<file path="src/rtl/pal_pkg.sv">
`default_nettype none

package pal_pkg;

   // Operation codes carried in the kind field. Code 3 is decoded as get.
   localparam logic [1:0] KIND_INSERT = 2'd0;
   localparam logic [1:0] KIND_DELETE = 2'd1;
   localparam logic [1:0] KIND_GET    = 2'd2;

   // Result status codes.
   localparam logic [1:0] STATUS_DONE  = 2'd0;
   localparam logic [1:0] STATUS_RANGE = 2'd1;
   localparam logic [1:0] STATUS_FULL  = 2'd2;

   typedef struct packed {
      logic [1:0]         kind;
      logic [7:0]         position;
      logic signed [31:0] value;
   } req_type;

   typedef struct packed {
      logic [1:0]         status;
      logic signed [31:0] read_value;
      logic [7:0]         count;
   } rsp_type;

   // Memory read address sources.
   typedef enum logic [1:0] {
      RD_POS    = 2'd0,
      RD_IDX_M1 = 2'd1,
      RD_IDX    = 2'd2
   } rd_sel_type;

   // Memory write address and data sources.
   typedef enum logic [1:0] {
      WR_NEW_AT_POS = 2'd0,
      WR_UP_AT_IDX  = 2'd1,
      WR_DOWN_AT_M1 = 2'd2
   } wr_sel_type;

   typedef struct packed {
      logic       load_req;
      logic       set_status;
      logic       idx_from_count;
      logic       idx_from_pos;
      logic       idx_dec;
      logic       idx_inc;
      logic       rd_en;
      rd_sel_type rd_sel;
      logic       wr_en;
      wr_sel_type wr_sel;
      logic       save_word;
      logic       cnt_inc;
      logic       cnt_dec;
      logic       rsp_load;
   } cmd_type;

   typedef struct packed {
      logic is_insert;
      logic is_delete;
      logic range_err;
      logic full_err;
      logic idx_at_pos;
      logic idx_at_end;
   } stat_type;

endpackage

`default_nettype wire

</file>
<file path="src/rtl/pal_controller.sv">
`default_nettype none

module pal_controller
   import pal_pkg::*;
(
   input  wire logic     clock,
   input  wire logic     reset,
   input  wire logic     req_valid,
   output logic          req_ready,
   output logic          rsp_valid,
   input  wire logic     rsp_ready,
   input  wire stat_type stat,
   output cmd_type       cmd
);

   typedef enum logic [7:0] {
      ST_IDLE     = 8'b0000_0001,
      ST_DECIDE   = 8'b0000_0010,
      ST_INS_CHK  = 8'b0000_0100,
      ST_INS_WR   = 8'b0000_1000,
      ST_GET_WAIT = 8'b0001_0000,
      ST_DEL_CHK  = 8'b0010_0000,
      ST_DEL_WR   = 8'b0100_0000,
      ST_FINISH   = 8'b1000_0000
   } state_type;

   state_type state_ff, state_in;
   logic      rsp_valid_ff, rsp_valid_in;

   assign req_ready = (state_ff == ST_IDLE);
   assign rsp_valid = rsp_valid_ff;

   always_comb begin
      state_in = state_ff;
      cmd      = '0;
      cmd.rd_sel = RD_POS;
      cmd.wr_sel = WR_NEW_AT_POS;
      case (state_ff)
         ST_IDLE: begin
            if (req_valid) begin
               cmd.load_req = 1'b1;
               state_in     = ST_DECIDE;
            end
         end
         ST_DECIDE: begin
            cmd.set_status = 1'b1;
            if (stat.range_err || (stat.is_insert && stat.full_err)) begin
               state_in = ST_FINISH;
            end else if (stat.is_insert) begin
               cmd.idx_from_count = 1'b1;
               state_in           = ST_INS_CHK;
            end else begin
               cmd.rd_en  = 1'b1;
               cmd.rd_sel = RD_POS;
               state_in   = ST_GET_WAIT;
            end
         end
         ST_INS_CHK: begin
            if (stat.idx_at_pos) begin
               cmd.wr_en   = 1'b1;
               cmd.wr_sel  = WR_NEW_AT_POS;
               cmd.cnt_inc = 1'b1;
               state_in    = ST_FINISH;
            end else begin
               cmd.rd_en  = 1'b1;
               cmd.rd_sel = RD_IDX_M1;
               state_in   = ST_INS_WR;
            end
         end
         ST_INS_WR: begin
            cmd.wr_en   = 1'b1;
            cmd.wr_sel  = WR_UP_AT_IDX;
            cmd.idx_dec = 1'b1;
            state_in    = ST_INS_CHK;
         end
         ST_GET_WAIT: begin
            cmd.save_word = 1'b1;
            if (stat.is_delete) begin
               cmd.idx_from_pos = 1'b1;
               state_in         = ST_DEL_CHK;
            end else begin
               state_in = ST_FINISH;
            end
         end
         ST_DEL_CHK: begin
            if (stat.idx_at_end) begin
               cmd.cnt_dec = 1'b1;
               state_in    = ST_FINISH;
            end else begin
               cmd.rd_en  = 1'b1;
               cmd.rd_sel = RD_IDX;
               state_in   = ST_DEL_WR;
            end
         end
         ST_DEL_WR: begin
            cmd.wr_en   = 1'b1;
            cmd.wr_sel  = WR_DOWN_AT_M1;
            cmd.idx_inc = 1'b1;
            state_in    = ST_DEL_CHK;
         end
         ST_FINISH: begin
            if (!rsp_valid_ff || rsp_ready) begin
               cmd.rsp_load = 1'b1;
               state_in     = ST_IDLE;
            end
         end
         default: begin
            state_in = ST_IDLE;
         end
      endcase
   end

   always_comb begin
      if (cmd.rsp_load) begin
         rsp_valid_in = 1'b1;
      end else if (rsp_ready) begin
         rsp_valid_in = 1'b0;
      end else begin
         rsp_valid_in = rsp_valid_ff;
      end
   end

   always_ff @(posedge clock) begin
      if (reset) begin
         state_ff     <= ST_IDLE;
         rsp_valid_ff <= 1'b0;
      end else begin
         state_ff     <= state_in;
         rsp_valid_ff <= rsp_valid_in;
      end
   end

endmodule

`default_nettype wire
</file>
<file path="config.mk">
export PLATFORM = sky130hd
export DESIGN_NAME = pal_controller
export DESIGN_NICKNAME = d
export VERILOG_FILES = /design/src/rtl/pal_pkg.sv /design/src/rtl/pal_controller.sv
export SDC_FILE = /design/constraint.sdc
export NUM_CORES = 1
export LEC_CHECK = 0
export BUFFER_PORTS_ARGS = -buffer_cell sky130_fd_sc_hd__clkbuf_2
export CORE_AREA = 2 2 39 41
export CTS_BUF_LIST = sky130_fd_sc_hd__clkbuf_8
export DETAILED_ROUTE_END_ITERATION = 16
export DIE_AREA = 0 0 41 43
export PLACE_DENSITY = 0.87
export SYNTH_ARGS = -nofsm -noshare
export SYNTH_HDL_FRONTEND = slang
export SYNTH_SLANG_ARGS = --single-unit
export TNS_END_PERCENT = 30
</file>
<file path="constraint.sdc">
create_clock -name clock -period 4.29 [get_ports clock]
set_clock_uncertainty 0.1 [all_clocks]
set_input_delay 0.858 -clock clock [delete_from_list [all_inputs] [get_ports clock]]
set_output_delay 0.858 -clock clock [all_outputs]
set_load 0.01 [all_outputs]
</file>
Word-level counts from Yosys, hierarchy flattened --
Cells that the tools add are included.
Operators by class: eq/ne operators 10, muxes and demuxes 33, reductions and logical operators 6
Operators with widths (number):
- $pmux W8 S8 | 1
- $mux W8 | 6
- $pmux W3 S3 | 2
- $mux W1 | 17
- $mux W3 | 5
- $eq A8 B1 Y1 const B | 1
- $eq A8 B2 Y1 const B | 1
- $eq A8 B3 Y1 const B | 1
- $eq A8 B4 Y1 const B | 1
- $eq A8 B5 Y1 const B | 1
- $eq A8 B6 Y1 const B | 1
- $eq A8 B7 Y1 const B | 1
- $eq A8 B8 Y1 const B | 1
- $mux W5 | 1
- $ne A2 B2 Y1 const B | 2
- $logic_or A1 B1 Y1 | 2
- $mux W2 | 1
- $reduce_and A2 Y1 | 1
- $reduce_bool A2 Y1 | 1
- $logic_and A1 B1 Y1 | 1
- $logic_not A1 Y1 | 1
Word-level totals: register bits 9, input port bits 10, output and inout port bits 18

Logic depth before layout (Yosys ltp) --
word-level depth 5, gate-level depth with buffers 4, mapped depth without buffers 4

Worst setup path before layout --
OpenSTA, ideal clock, no wires.
path type flip-flop to output port, from register state_ff[4], to output cmd[9] in the netlist's numbering, data arrival time 1.479 ns, required time 3.332 ns, path slack 1.853 ns, cell stages (with the launch flop) 4, cell sequence dfxtp_1 > nor4_4 > nand4b_4 > o311ai_0
RTL lines:
- start: declaration | RTL line pal_controller.sv:27 | state_type state_ff, state_in;
- start signal: assignment | RTL line pal_controller.sv:128 | state_ff <= state_in;
- end: declaration | RTL line pal_controller.sv:13 | output cmd_type cmd

==> reports/qor.yml <==
status: "finished, final reports clean"
cts_tree: "yes"
crit_required_ps: 3330
antenna_found_initial: 0
switching_power_uw: 59.7
synth_commonest_cells: "dfxtp_1, inv_1, nor2_1, nor2b_1"
p_comb_frac: 0.168
syn_nets: 81
multi_input_area_um2: 412
p_leak_nw: 0.448
worstRegToRegCells: 4
synth-seq-area-share: 0.283
synth-warning-count: 0
die_x_um: 41
grt_pass1_wl_mm: 2.27
post-synth-top-area-cell: "dfxtp_1"
cpMaxStageDelayCell: "nor4_4"
p_int_uw: 169
ys_ff_latch: 9
place_ws_ps: 1640
fin_crit_ps: 2840
timing.rr.start: "state_ff[2]$_SDFFE_PP0P_"
dr.pass1.iters: 4
irDropWorstVdd_mv: 0.228
total_power_uw: 228
drt-initial-drc-count: 22
num_vias: 648
area_delta_synth_final_pct: 28.5
synth_top_area_frac: 0.283
swShare: 0.261
finalHoldViolCount: 0
ctsLongestPathBuffers: 2
final_antenna_net_count: 0
cts-buffers-inserted: 3
drv_slew: 0
dpl.cell_count: 111
p_seq_frac: 0.403
busiest_layer: "met2"
avgSynthCellArea_um2: 8.97
r2r-end: "state_ff[7]$_SDFFE_PP0P_"
gr-usage-met1: 0.235
place_area_um2: 773
post_cts_resized: 0
r2r_slack_ps: 2640
clkPwrFrac: 0.429
crit_path_end_kind: "primary output"
cts_root_buf: "clkbuf_8"
maxCapViolations: 0
final_util: 0.591
critPathLaunchType: "flip-flop"
synth_area_um2: 637
max_freq_mhz: 352
crit_path_start: "state_ff[4]$_SDFFE_PP0P_"
fillers: 131
final_area_um2: 818
synth.distinct_cells: 34
hpwl_mm: 1.20
ys_async_sr_fraction: 0
drive_gt1_frac: 0.374
syn-instance-count: 71
fin_setup_tns_ps: 0
crit_chain: "nor4_4, nand3_1, or2_2, o311ai_0, clkbuf_2"
final_nets: 110
drc: 0
vias_per_cell: 5.63
setup_viol: 0
postCtsSetupRepairBufs: 0
diodes: 0
grt_util_met3: 0.0628
setup_ws_ps: 1450
path_delay_family: "simple AND/OR/NAND/NOR gates"
path_depth: 5
use_met2: 0.300
place.gp.congestion: 0.755
rows: 14
seqCellArea_um2: 180
fin_cells: 115
core_mm2: 0.00138
yosys-top-cells-area: "dfxtp_1, nor4_4, and4b_1, inv_1, nor2_1"
synth.most_common_cell: "dfxtp_1"
crit_arrival_ps: 1890
max_slew_margin: 0.656
ios: 28
cp-endpoint: "cmd[9]"
port_buffers: 27
hp-class: "flip-flop to flip-flop"
critPathMaxStageDelay_ps: 540
die_h_um: 43
wl_per_cell_um: 13.3
grt.total_usage: 0.194
criticalPathCategory: "flip-flop to primary output"
crit_fanout: 8
clk_pin_slew_ps: 50
synth-edff-count: 0
cts-htree-levels: 1
power_density_mw_per_mm2: 279
first_global_vias: 540
gr-total-overflow: 0
cts_sinks: 9
start_util: 0.460
rsz0062_at_grt: "no"
critPathBufInv: 1
worst_hold_slack_ps: 432
period_share: 0.663
drt-total-wl_mm: 1.53
cts-hold-fix-buffers: 0
tightestPinTransition_ps: 512
design.die.area_mm2: 0.00176
worstSkewPairLatency_ps: 230
grt_start_max_net_pins: 10
synth_flop_cell: "dfxtp_1"
[flip-flops by register name, summed over array words and instances (netlist names)]
| signal | count |
|---|---|
| rsp_valid | 1 |
| state_ff | 8 |
[cell usage in the layout (no fill, tap or decap), types with 2 or more instances in the layout]
cell and instances:
a21oi_1 3, nor2b_1 4, nor2_1 7, or3_1 2, and2_1 2, clkbuf_8 3, nor4_4 2, nand2b_1 3
xor2_1 2, and4b_1 3, clkbuf_2 27, dfxtp_1 9, inv_1 8, a31oi_1 2, or2_2 2, and3_1 2
[per-layer routing]
layer  share of wire  vias up
met5               0        -
met4           0.019        0
li1                -      316
met3           0.044        4
met2            0.48       23
met1            0.45      305
[area by class of cell]
cell class | instances | area share
flip-flops and latches | 9 | 0.220
clock inverters | 1 | 0.00459
inverters | 7 | 0.0321
repair buffers | 27 | 0.165
well taps | 16 | 0.0245
clock buffers | 3 | 0.0505
multi-input cells | 52 | 0.503
[power groups by stage]
stage               sequential (mW)  clock, mW  combinational [mW]
detailed placement           0.0934          0              0.0386
CTS                          0.0920     0.0990              0.0389
global placement             0.0933          0              0.0374
floorplan                    0.0926          0              0.0260
global route                 0.0923      0.104              0.0435
finish                       0.0921     0.0980              0.0384
[cell families (layout without fill, tap and decap cells)]
family / after synthesis / after routing / share of synthesized area
buffers and inverters: 10 / 38 / 0.0707
DFF: 9 / 9 / 0.283
and+or+nand+nor: 38 / 38 / 0.473
AOI/OAI and AO/OA: 12 / 12 / 0.145
xor gates and xnor gates: 2 / 2 / 0.0275
[worst min-delay path by stage]
stage          depth (start not counted)                      to                    from  slack, ps
5_1_grt                                2  rsp_valid$_SDFFE_PP0P_  rsp_valid$_SDFFE_PP0P_        470
3_3_place_gp                           2  rsp_valid$_SDFFE_PP0P_  rsp_valid$_SDFFE_PP0P_        400
3_5_place_dp                           2  rsp_valid$_SDFFE_PP0P_  rsp_valid$_SDFFE_PP0P_        420
2_1_floorplan                          2  rsp_valid$_SDFFE_PP0P_  rsp_valid$_SDFFE_PP0P_        430
4_1_cts                                2  rsp_valid$_SDFFE_PP0P_  rsp_valid$_SDFFE_PP0P_        440
6_report                               2  rsp_valid$_SDFFE_PP0P_  rsp_valid$_SDFFE_PP0P_        430
[worst reg2reg max path: cells and delay by family, from the launching register on]
kind / cells / cell delay [ps]
and+or+nand+nor: 3 / 910
DFF: 1 / 370
AOI/OAI and AO/OA: 1 / 180
Power figures use the tool's default switching activity.
